$ cat config.mk
export PLATFORM = sky130hd
export DESIGN_NAME = priority_fifo_work_queue_top
export DESIGN_NICKNAME = d
export VERILOG_FILES = /design/src/sv/pfwq_pkg.sv /design/src/sv/pfwq_ram.sv /design/src/sv/pfwq_ctrl.sv /design/src/sv/pfwq_dpath.sv /design/src/sv/priority_fifo_work_queue_top.sv
export SDC_FILE = /design/constraint.sdc
export NUM_CORES = 2
export LEC_CHECK = 0
export BUFFER_PORTS_ARGS = -buffer_cell sky130_fd_sc_hd__buf_2
export CORE_ASPECT_RATIO = 0.7
export CORE_MARGIN = 4
export CORE_UTILIZATION = 60
export DETAILED_ROUTE_END_ITERATION = 10
export PLACE_DENSITY_LB_ADDON = 0.08
export SYNTH_ARGS = -nofsm -noshare
export SYNTH_HDL_FRONTEND = slang
export SYNTH_HIERARCHICAL = 1
export SYNTH_SLANG_ARGS = --single-unit
export TNS_END_PERCENT = 10
$ cat constraint.sdc
create_clock -name aclk -period 14.85 [get_ports aclk]
set_input_delay 2.97 -clock aclk [delete_from_list [all_inputs] [get_ports aclk]]
set_output_delay 2.97 -clock aclk [all_outputs]
set_load 0.01 [all_outputs]
$ cat src/sv/pfwq_pkg.sv
`default_nettype none

package pfwq_pkg;

    // Field widths of one work item and one result
    localparam int CMD_W    = 1;
    localparam int DOMAIN_W = 2;
    localparam int PRIO_W   = 8;
    localparam int KIND_W   = 32;
    localparam int TICK_W   = 64;
    localparam int PEND_W   = 5;

    localparam int DEFAULT_QUEUE_DEPTH = 16;

    // Command codes
    localparam logic [CMD_W-1:0] CMD_SUBMIT = 1'b0;
    localparam logic [CMD_W-1:0] CMD_TAKE   = 1'b1;

    // One stored entry, domain in the lowest bits
    typedef struct packed {
        logic [TICK_W-1:0]   tick;
        logic [KIND_W-1:0]   kind;
        logic [PRIO_W-1:0]   prio;
        logic [DOMAIN_W-1:0] domain;
    } entry_t;

    localparam int ENTRY_W = $bits(entry_t);

    // Stream widths, padded to whole bytes
    localparam int S_TDATA_W = ((CMD_W + ENTRY_W + 7) / 8) * 8;
    localparam int M_TDATA_W = ((1 + ENTRY_W + PEND_W + PRIO_W + 7) / 8) * 8;

    // Controller to datapath commands
    typedef struct packed {
        logic load_in;
        logic push;
        logic idx_clear;
        logic scan_rd;
        logic shift_init;
        logic shift_rd;
        logic take_done;
        logic load_out;
    } cmd_t;

    // Datapath to controller status
    typedef struct packed {
        logic is_take;
        logic empty;
        logic scan_last;
        logic shift_none;
        logic shift_last;
        logic out_free;
    } status_t;

endpackage

`default_nettype wire

$ cat src/sv/pfwq_ram.sv
`default_nettype none

module pfwq_ram #(
    parameter int WIDTH = 8,
    parameter int DEPTH = 16,
    localparam int AW = (DEPTH > 1) ? $clog2(DEPTH) : 1
) (
    input  wire logic             aclk,
    input  wire logic             wr_en,
    input  wire logic [AW-1:0]    wr_addr,
    input  wire logic [WIDTH-1:0] wr_data,
    input  wire logic             rd_en,
    input  wire logic [AW-1:0]    rd_addr,
    output logic      [WIDTH-1:0] rd_data
);

    logic [WIDTH-1:0] mem_reg [DEPTH];
    logic [WIDTH-1:0] rd_data_reg;

    // Write one entry, read one entry with registered output
    always_ff @(posedge aclk) begin
        if (wr_en) begin
            mem_reg[wr_addr] <= wr_data;
        end
        if (rd_en) begin
            rd_data_reg <= mem_reg[rd_addr];
        end
    end

    assign rd_data = rd_data_reg;

endmodule

`default_nettype wire

$ cat src/sv/pfwq_ctrl.sv
`default_nettype none

module pfwq_ctrl (
    input  wire logic              aclk,
    input  wire logic              aresetn,
    input  wire logic              s_tvalid,
    output logic                   s_tready,
    input  wire pfwq_pkg::status_t status,
    output pfwq_pkg::cmd_t         cmd
);

    localparam logic [3:0] ST_IDLE       = 4'd0;
    localparam logic [3:0] ST_DECODE     = 4'd1;
    localparam logic [3:0] ST_SCAN       = 4'd2;
    localparam logic [3:0] ST_SCAN_END   = 4'd3;
    localparam logic [3:0] ST_SHIFT_INIT = 4'd4;
    localparam logic [3:0] ST_SHIFT      = 4'd5;
    localparam logic [3:0] ST_SHIFT_END  = 4'd6;
    localparam logic [3:0] ST_TAKE_END   = 4'd7;
    localparam logic [3:0] ST_DONE       = 4'd8;

    logic [3:0] state_reg;
    logic [3:0] state_next;

    assign s_tready = (state_reg == ST_IDLE);

    // Sequence one command through push, or scan and compaction, then result
    always_comb begin
        state_next = state_reg;
        cmd        = '0;
        case (state_reg)
            ST_IDLE: begin
                cmd.idx_clear = 1'b1;
                if (s_tvalid) begin
                    cmd.load_in = 1'b1;
                    state_next  = ST_DECODE;
                end
            end
            ST_DECODE: begin
                if (!status.is_take) begin
                    cmd.push   = 1'b1;
                    state_next = ST_DONE;
                end else if (status.empty) begin
                    state_next = ST_DONE;
                end else begin
                    state_next = ST_SCAN;
                end
            end
            ST_SCAN: begin
                cmd.scan_rd = 1'b1;
                if (status.scan_last) begin
                    state_next = ST_SCAN_END;
                end
            end
            ST_SCAN_END: begin
                state_next = ST_SHIFT_INIT;
            end
            ST_SHIFT_INIT: begin
                cmd.shift_init = 1'b1;
                if (status.shift_none) begin
                    state_next = ST_TAKE_END;
                end else begin
                    state_next = ST_SHIFT;
                end
            end
            ST_SHIFT: begin
                cmd.shift_rd = 1'b1;
                if (status.shift_last) begin
                    state_next = ST_SHIFT_END;
                end
            end
            ST_SHIFT_END: begin
                state_next = ST_TAKE_END;
            end
            ST_TAKE_END: begin
                cmd.take_done = 1'b1;
                state_next    = ST_DONE;
            end
            ST_DONE: begin
                if (status.out_free) begin
                    cmd.load_out = 1'b1;
                    state_next   = ST_IDLE;
                end
            end
            default: begin
                state_next = ST_IDLE;
            end
        endcase
    end

    always_ff @(posedge aclk) begin
        if (!aresetn) begin
            state_reg <= ST_IDLE;
        end else begin
            state_reg <= state_next;
        end
    end

endmodule

`default_nettype wire

$ cat src/sv/pfwq_dpath.sv
`default_nettype none

module pfwq_dpath #(
    parameter int QUEUE_DEPTH = pfwq_pkg::DEFAULT_QUEUE_DEPTH
) (
    input  wire logic                             aclk,
    input  wire logic                             aresetn,
    input  wire logic [pfwq_pkg::S_TDATA_W-1:0]   s_tdata,
    output logic                                  m_tvalid,
    input  wire logic                             m_tready,
    output logic      [pfwq_pkg::M_TDATA_W-1:0]   m_tdata,
    input  wire pfwq_pkg::cmd_t                   cmd,
    output pfwq_pkg::status_t                     status
);

    localparam int AW = (QUEUE_DEPTH > 1) ? $clog2(QUEUE_DEPTH) : 1;
    localparam int CW = $clog2(QUEUE_DEPTH + 1);
    localparam int EW = pfwq_pkg::ENTRY_W;
    localparam int PW = pfwq_pkg::PRIO_W;

    logic [pfwq_pkg::CMD_W-1:0] in_cmd_reg,   in_cmd_next;
    pfwq_pkg::entry_t           in_entry_reg, in_entry_next;
    logic [CW-1:0]              count_reg,    count_next;
    logic [PW-1:0]              top_reg,      top_next;
    logic [CW-1:0]              idx_reg,      idx_next;
    logic                       rd_v_reg,     rd_v_next;
    logic                       rd_first_reg, rd_first_next;
    logic [CW-1:0]              rd_idx_reg,   rd_idx_next;
    logic                       sh_v_reg,     sh_v_next;
    logic [CW-1:0]              sh_idx_reg,   sh_idx_next;
    pfwq_pkg::entry_t           best_reg,     best_next;
    logic [CW-1:0]              best_idx_reg, best_idx_next;
    logic [PW-1:0]              other_reg,    other_next;
    logic                       res_ok_reg,   res_ok_next;
    logic                       res_take_reg, res_take_next;
    logic                       m_tvalid_reg, m_tvalid_next;
    logic [pfwq_pkg::M_TDATA_W-1:0] m_tdata_reg, m_tdata_next;

    logic             full;
    logic [CW-1:0]    last_idx;
    logic [CW-1:0]    sh_dst;
    logic             wr_en;
    logic [AW-1:0]    wr_addr;
    logic [EW-1:0]    wr_data;
    logic [EW-1:0]    rd_raw;
    pfwq_pkg::entry_t rd_entry;
    pfwq_pkg::entry_t res_entry;
    logic             better;
    logic             out_free;

    assign full     = (count_reg == CW'(QUEUE_DEPTH));
    assign last_idx = count_reg - CW'(1);
    assign sh_dst   = sh_idx_reg - CW'(1);
    assign rd_entry = pfwq_pkg::entry_t'(rd_raw);
    assign out_free = !m_tvalid_reg || m_tready;

    // Higher priority wins, then the older tick; exact ties keep the earlier slot
    assign better = (rd_entry.prio > best_reg.prio) ||
                    ((rd_entry.prio == best_reg.prio) && (rd_entry.tick < best_reg.tick));

    // Entry storage: push at the tail, compaction moves one entry down per cycle
    always_comb begin
        wr_en   = 1'b0;
        wr_addr = count_reg[AW-1:0];
        wr_data = EW'(in_entry_reg);
        if (cmd.push && !full) begin
            wr_en = 1'b1;
        end else if (sh_v_reg) begin
            wr_en   = 1'b1;
            wr_addr = sh_dst[AW-1:0];
            wr_data = rd_raw;
        end
    end

    pfwq_ram #(
        .WIDTH (EW),
        .DEPTH (QUEUE_DEPTH)
    ) u_ram (
        .aclk    (aclk),
        .wr_en   (wr_en),
        .wr_addr (wr_addr),
        .wr_data (wr_data),
        .rd_en   (cmd.scan_rd || cmd.shift_rd),
        .rd_addr (idx_reg[AW-1:0]),
        .rd_data (rd_raw)
    );

    assign status.is_take    = (in_cmd_reg == pfwq_pkg::CMD_TAKE);
    assign status.empty      = (count_reg == '0);
    assign status.scan_last  = (idx_reg == last_idx);
    assign status.shift_none = ((best_idx_reg + CW'(1)) == count_reg);
    assign status.shift_last = (idx_reg == last_idx);
    assign status.out_free   = out_free;

    assign res_entry = res_take_reg ? best_reg : '0;

    // Next-state logic of the datapath registers
    always_comb begin
        in_cmd_next   = in_cmd_reg;
        in_entry_next = in_entry_reg;
        count_next    = count_reg;
        top_next      = top_reg;
        idx_next      = idx_reg;
        rd_v_next     = cmd.scan_rd;
        rd_first_next = cmd.scan_rd && (idx_reg == '0);
        rd_idx_next   = idx_reg;
        sh_v_next     = cmd.shift_rd;
        sh_idx_next   = idx_reg;
        best_next     = best_reg;
        best_idx_next = best_idx_reg;
        other_next    = other_reg;
        res_ok_next   = res_ok_reg;
        res_take_next = res_take_reg;
        m_tvalid_next = m_tvalid_reg;
        m_tdata_next  = m_tdata_reg;

        // Capture the accepted transfer
        if (cmd.load_in) begin
            in_cmd_next   = s_tdata[pfwq_pkg::CMD_W-1:0];
            in_entry_next = pfwq_pkg::entry_t'(s_tdata[pfwq_pkg::CMD_W +: EW]);
            res_ok_next   = 1'b0;
            res_take_next = 1'b0;
        end

        // Submit: append if there is room
        if (cmd.push && !full) begin
            count_next  = count_reg + CW'(1);
            res_ok_next = 1'b1;
            if (in_entry_reg.prio > top_reg) begin
                top_next = in_entry_reg.prio;
            end
        end

        // Advance the slot counter
        if (cmd.idx_clear) begin
            idx_next = '0;
        end else if (cmd.shift_init) begin
            idx_next = best_idx_reg + CW'(1);
        end else if (cmd.scan_rd || cmd.shift_rd) begin
            idx_next = idx_reg + CW'(1);
        end

        // Track the best entry and the highest priority of all others
        if (rd_v_reg) begin
            if (rd_first_reg) begin
                best_next     = rd_entry;
                best_idx_next = rd_idx_reg;
                other_next    = '0;
            end else if (better) begin
                best_next     = rd_entry;
                best_idx_next = rd_idx_reg;
                if (best_reg.prio > other_reg) begin
                    other_next = best_reg.prio;
                end
            end else if (rd_entry.prio > other_reg) begin
                other_next = rd_entry.prio;
            end
        end

        // Finish a take
        if (cmd.take_done) begin
            count_next    = count_reg - CW'(1);
            top_next      = other_reg;
            res_ok_next   = 1'b1;
            res_take_next = 1'b1;
        end

        // Output register
        if (m_tvalid_reg && m_tready) begin
            m_tvalid_next = 1'b0;
        end
        if (cmd.load_out) begin
            m_tvalid_next = 1'b1;
            m_tdata_next  = {top_reg, pfwq_pkg::PEND_W'(count_reg), EW'(res_entry), res_ok_reg};
        end
    end

    always_ff @(posedge aclk) begin
        if (!aresetn) begin
            count_reg    <= '0;
            top_reg      <= '0;
            rd_v_reg     <= 1'b0;
            sh_v_reg     <= 1'b0;
            m_tvalid_reg <= 1'b0;
        end else begin
            count_reg    <= count_next;
            top_reg      <= top_next;
            rd_v_reg     <= rd_v_next;
            sh_v_reg     <= sh_v_next;
            m_tvalid_reg <= m_tvalid_next;
        end
    end

    always_ff @(posedge aclk) begin
        in_cmd_reg   <= in_cmd_next;
        in_entry_reg <= in_entry_next;
        idx_reg      <= idx_next;
        rd_first_reg <= rd_first_next;
        rd_idx_reg   <= rd_idx_next;
        sh_idx_reg   <= sh_idx_next;
        best_reg     <= best_next;
        best_idx_reg <= best_idx_next;
        other_reg    <= other_next;
        res_ok_reg   <= res_ok_next;
        res_take_reg <= res_take_next;
        m_tdata_reg  <= m_tdata_next;
    end

    assign m_tvalid = m_tvalid_reg;
    assign m_tdata  = m_tdata_reg;

endmodule

`default_nettype wire

$ cat src/sv/priority_fifo_work_queue_top.sv
`default_nettype none

// Bounded work queue of QUEUE_DEPTH entries. Each input transfer is a submit or a
// take-next command and yields exactly one result transfer. A submit appends the
// item at the tail (refused with ok = 0 when full). A take-next reads every held
// entry once through the read port of the entry memory to pick the highest
// priority (oldest tick on equal priority, lowest slot on an exact tie), then
// moves each later entry down one slot, one per cycle. One command is in work at
// a time; the result register lets the next command be accepted while the
// previous result waits. Each result also carries the number of entries held and
// the highest priority still held (0 when empty).
module priority_fifo_work_queue_top #(
    parameter int QUEUE_DEPTH = pfwq_pkg::DEFAULT_QUEUE_DEPTH
) (
    input  wire logic                           aclk,
    input  wire logic                           aresetn,
    input  wire logic                           s_tvalid,
    output logic                                s_tready,
    // command[0], job_domain[2:1], job_priority[10:3], job_kind[42:11],
    // job_tick[106:43], zero pad[111:107]
    input  wire logic [pfwq_pkg::S_TDATA_W-1:0] s_tdata,
    output logic                                m_tvalid,
    input  wire logic                           m_tready,
    // ok[0], out_domain[2:1], out_priority[10:3], out_kind[42:11],
    // out_tick[106:43], pending_after[111:107], top_pending_priority[119:112]
    output logic      [pfwq_pkg::M_TDATA_W-1:0] m_tdata
);

    pfwq_pkg::cmd_t    cmd;
    pfwq_pkg::status_t status;

    pfwq_ctrl u_ctrl (
        .aclk     (aclk),
        .aresetn  (aresetn),
        .s_tvalid (s_tvalid),
        .s_tready (s_tready),
        .status   (status),
        .cmd      (cmd)
    );

    pfwq_dpath #(
        .QUEUE_DEPTH (QUEUE_DEPTH)
    ) u_dpath (
        .aclk     (aclk),
        .aresetn  (aresetn),
        .s_tdata  (s_tdata),
        .m_tvalid (m_tvalid),
        .m_tready (m_tready),
        .m_tdata  (m_tdata),
        .cmd      (cmd),
        .status   (status)
    );

endmodule

`default_nettype wire

== Yosys cells after proc, flatten, opt, wreduce, memory -nomap -nowiden ==
Memories as Yosys holds them, arrays and structs flattened. A register that Yosys moved wholly into a read port is not among the register bits.
Index checks and enable logic that the tools add are counted.

* Memory bits (writable): 1696
* Memories: 1
* Latch bits: 0
* Bits of input ports: 116
* ROM bits: 0
* Flip-flop bits (word level): 379

* Equality and inequality tests: 17
* Mux-type cells: 43
* Divide/modulo/power cells: 0
* Shift-type cells: 0
* Reductions and logical operators: 23
* Multipliers: 0
* Bitwise gates (word level): 0
* Add/sub/neg operators: 5
* Magnitude comparators: 5

{| class="wikitable"
|+ Memories
! name !! words !! bits a word !! rd ports !! clocked after memory_dff !! wr ports !! RTL line !! RTL
|-
| u_dpath.u_ram.mem_reg || 16 || 106 || 1 || 1 || 1 || pfwq_ram.sv:17 || <nowiki>logic [WIDTH-1:0] mem_reg [DEPTH];</nowiki>
|}

{| class="wikitable"
|+ Operators with widths
! operator !! number
|-
| $mux W106 || 4
|-
| $lt A64 B64 Y1 || 1
|-
| $mux W8 || 6
|-
| $pmux W4 S9 || 1
|-
| $gt A8 B8 Y1 || 4
|-
| $mux W4 || 8
|-
| $mux W5 || 6
|-
| $mux W1 || 17
|-
| $eq A4 B3 Y1 const B || 4
|-
| $add A5 B1 Y5 const B || 3
|-
| $eq A5 B5 Y1 || 2
|-
| $logic_not A5 Y1 || 2
|-
| $reduce_bool A2 Y1 || 5
|-
| $eq A4 B2 Y1 const B || 2
|-
| $eq A8 B8 Y1 || 1
|-
| $ne A2 B2 Y1 const B || 3
|-
| $eq A5 B5 Y1 const B || 1
|-
| $sub A5 B1 Y5 const B || 1
|-
| $eq A4 B1 Y1 const B || 1
|-
| $eq A4 B4 Y1 const B || 1
|-
| $logic_and A1 B1 Y1 || 4
|-
| $logic_not A4 Y1 || 1
|-
| $reduce_and A2 Y1 || 2
|-
| $reduce_and A4 Y1 || 1
|-
| other kinds (9) || 12
|}

== Longest topological paths before layout ==
* Word-level depth: 6
* Mapped depth: 12
* Depth with buffers taken out: 9

== Cells and area by module ==
Netlist, hierarchy kept.

{| class="wikitable"
|+ Modules (own cells, without submodules)
! module !! instances !! cells an instance !! sequential area each (um^2) !! area each (um^2)
|-
| pfwq_ram || 1 || 2712 || 54111.9 || 66605.1
|-
| pfwq_dpath || 1 || 1118 || 10970.5 || 16473.3
|-
| pfwq_ctrl || 1 || 46 || 80.1 || 387.9
|}

== Worst setup path after synthesis ==
OpenSTA, ideal clock, no wires.

* Path kind: register to register
* From: register u_dpath.count_reg[0]
* To: memory u_dpath/u_ram/mem_reg[0][0] (netlist name) (enable)
* Period minus slack after synthesis: 10.286 ns
* Setup time: 0.701 ns
* Arrival: 9.585 ns
* Buffers on the path: 3
* Cell stages (with the launch flop): 12
* Path slack: 4.564 ns
* Path through: dfxtp_1 > clkbuf_1 > inv_1 > ha_1 > nand2_1 > o21ai_4 > nand2_2 > buf_2 > clkbuf_1 > o21ai_0 > or3b_2 > nor3_1

{| class="wikitable"
|+ RTL lines
! item !! RTL line !! RTL
|-
| start, declared || pfwq_dpath.sv:23 || <nowiki>logic [CW-1:0] count_reg, count_next;</nowiki>
|-
| start signal, assigned || pfwq_dpath.sv:186 || <nowiki>count_reg <= count_next;</nowiki>
|-
| $eq A5 B5 Y1 || pfwq_dpath.sv:51 || <nowiki>assign full = (count_reg == CW'(QUEUE_DEPTH));</nowiki>
|-
| $logic_not A1 Y1 || pfwq_dpath.sv:66 || <nowiki>if (cmd.push && !full) begin</nowiki>
|-
| $logic_and A1 B1 Y1 || pfwq_dpath.sv:66 ||
|-
| $mux W4 || pfwq_dpath.sv:66 ||
|-
| net u_dpath.wr_addr[2] || pfwq_dpath.sv:43 || <nowiki>logic [AW-1:0] wr_addr;</nowiki>
|-
| end, declared || pfwq_ram.sv:17 ||
|}

The timed path passes the listed nets, and every way through them passes these cells.

== Final worst setup path ==
* From: register u_dpath.count_reg[2]
* To: memory u_dpath/u_ram/mem_reg[5][74] (netlist name) (enable)

Same word-level chain as after synthesis.

==> flow_summary.yaml <==
run_status:
  outcome: "finished, final reports clean"
clock_tree:
  clk_pin_slew_ns: 0.06
  ctsHtreeMaxLevel: 4
  cts_hold_buf: 0
  cts_sinks: 2181
  clk_latency_ns: 0.83
  cts.repair.resized: 0
  cts_inserted_buffers: 192
  clock_path_buffers: 3
  cts_tree: "built"
  root_buffer: "clkbuf_16"
  cts_setup_buffers: 0
drt:
  dr.pass1.iters: 5
  avgRoutedWirePerCell_um: 29.6
  drc: 0
  drt_iter0_markers: 5349
  dr_total_vias: 39700
  drt_wl_total_um: 184000
  ant_nets: 0
  via_per_inst: 6.40
place:
  routabilityCongestion: 0.798
  io_buffers: 232
  dp.cells: 5861
  dp_hpwl_um: 95800
sta:
  clock_skew_ns: 0.0264
  hold_viol_final: 0
  setup-violations-final: 0
  fmax_ghz: 0.163
  timing.hold.ws_ns: 0.403
  rsz0062_at_grt: "false"
  fin_crit_sh_pct: 41.2
  tns_ns: 0
  tightest_slew_ns: 1.29
  fin_crit_ns: 6.12
  slew-limit-headroom_pct: 13.6
  drv_slew: 0
logic_synthesis:
  synth_compound_area_share_pct: 2.92
  syn-num-nets: 4094
  synth_top_area_share_pct: 77.3
  synth_top_family_by_area: "multiplexers"
  synth_top_cell_by_area: "edfxtp_1"
  synth_area_mm2: 0.0835
  synthArstFlopShare_pct: 0
  syn_area_per_cell_um2: 21.5
  synth.area.top_cells: "edfxtp_1, mux4_2, a22oi_1"
  yosys.area_share.simple_pct: 2.43
  synthAdderAreaFrac_pct: 1.53
  yosysSeqAreaShare_pct: 78.1
  yosysWarningCount: 6
  synth_xor_area_share_pct: 0.241
  netlist-cell-type-count: 67
  synth.area.mux_share_pct: 13.1
  synth_edf_count: 2148
  synth-seq-cells: 2181
  ys.flop_type: "edfxtp_1"
  synthCells: 3876
die:
  die_h_um: 320
  pin_count: 238
  start_util_pct: 60.5
  die_width_um: 454
  num_rows: 114
  core_area_mm2: 0.138
  die_area_mm2: 0.145
critical_path:
  worstPathMaxFanout: 81
  worstSetupStartpointType: "register"
  cpPeakStageDelay_ns: 1.14
  r2r_cells: 9
  critPathCaptureType: "register"
  path_depth: 9
  r2r_slack_ns: 8.73
  path_delay_family: "simple AND/OR/NAND/NOR gates"
  crit_type: "register to register"
  worstReg2RegStart: "u_dpath/count_reg[2]"
  reg2reg_to: "u_dpath/u_ram/mem_reg[5][74]"
  required_ns: 15.30
  critPathSlowestCell: "o21ai_0"
  path_buf_inv: 2
  path_cells: "nor2_2, nand2_1, o21ai_4, nand2_8, o21ai_0, nand2b_1, nor2_4, buf_4, buf_4"
  crit_path_frequent_cell: "buf_4"
  cp.arrival_ns: 6.57
global_route:
  grt_pass1_wl_um: 269000
  grt.total_usage_pct: 25.7
  grt_max_degree: 139
  grt_overflow: 0
  antenna_found_initial: 10
  grt_pass1_vias: 39100
pwr:
  total_leakage_power_nw: 29.6
  powerDensity_mw_per_mm2: 131
  vdd_drop_max_mv: 0.126
final_layout:
  utilization_pct: 67.0
  layout_common_cells: "edfxtp_1, mux4_2, buf_2"
  largest_register_ffs: 1696
  nets: 4417
  final_cell_count_no_fill: 6204
  syn2layout_area_growth_pct: 10.9
  drive_above_1_share_pct: 26.3
  fill_cells: 8869
  final_common_cell: "edfxtp_1"
hold_path:
  hold_path.startpoint: "u_dpath/sh_idx_reg[4]"
  min_to: "u_dpath/best_idx_reg[4]"
  min_path_type: "register to register"
  holdPathStages: 0
job:
  drv_cap: 0
power breakdown:
group	switching (mW)	internal, mW	leakage [nW]	total (mW)
combinational	0.292	0.128	7.04	0.421
clock	2.14	2.55	2.86	4.69
sequential	0.0484	6.96	19.7	7.01
total	2.48	9.64	29.6	12.1
worst max path at each step:
stage                          from                           end
2_1_floorplan  u_dpath/count_reg[0]   u_dpath/u_ram/mem_reg[0][0]
3_3_place_gp   u_dpath/count_reg[2]  u_dpath/u_ram/mem_reg[5][74]
3_5_place_dp   u_dpath/count_reg[0]  u_dpath/u_ram/mem_reg[5][74]
4_1_cts        u_dpath/count_reg[0]  u_dpath/u_ram/mem_reg[5][74]
5_1_grt        u_dpath/count_reg[2]  u_dpath/u_ram/mem_reg[5][77]
6_report       u_dpath/count_reg[2]  u_dpath/u_ram/mem_reg[5][74]
per-layer routing:
| metal | GRT usage, % | share of wire [%] | up-vias |
|---|---|---|---|
| met1 | 41.6 | 44 | 21000 |
| met3 | 4.59 | 9.3 | 219 |
| met2 | 37.1 | 45 | 1892 |
| li1 | - | - | 16600 |
| met4 | 6.04 | 1.9 | 0 |
| met5 | 0 | 0 | - |
layout make-up:
cell class	instances	area, um^2	share of cell area [%]
Antenna cell	2	5.00	0.00541
Sequential cell	2181	65200	70.4
Tap cell	1856	2320	2.51
Clock inverter	108	823	0.889
Inverter	105	394	0.426
Multi-Input combinational cell	1406	17100	18.4
Clock buffer	233	4980	5.38
Timing Repair Buffer	313	1810	1.95
worst register-to-register path: cells and delay by family (launching register included):
family | cells | cell delay [ns]
AOI/OAI and AO/OA | 2 | 1.54
buffers and inverters | 2 | 1.39
DFF | 1 | 0.48
and+or+nand+nor | 5 | 2.34
metrics by stage:
| step | cell area (um^2) | power, mW | worst slack, ns |
|---|---|---|---|
| after floorplan | 83500 | 7.40 | 4.56 |
| after global placement | 86800 | 7.55 | 8.91 |
| after detailed placement | 86800 | 7.57 | 8.81 |
| after CTS | 92600 | 12.2 | 8.80 |
| after global routing | 92600 | 12.5 | 8.47 |
| final | 92600 | 12.1 | 8.73 |
synth_stat cells, types with 3 or more instances:
master and number:
a22oi_1 214, buf_2 42, nand3b_1 5, mux4_2 424
o21a_1 5, mux2i_1 18, nand2_1 153, nand3_1 17
buf_1 10, dfxtp_1 33, o21bai_1 3, a21o_1 10
a31oi_1 3, xor2_1 8, buf_6 28, inv_1 103
and2_1 114, nor2b_1 8, nand4_1 15, nand2b_1 9
edfxtp_1 2148, a21oi_1 47, nor4_1 6, xnor2_1 15
buf_4 22, clkbuf_1 82, ha_1 102, and4_1 4
a211oi_1 8, mux2_2 107, nor2_1 31, o21ai_0 29
nor3_1 13
cells by family after synthesis:
family | after synthesis
simple gates | 391
xor+xnor | 23
mux | 549
fa+ha+maj | 102
flops | 2181
compound gates | 341
buf+inv | 289
(Power assumes the default switching activity.)
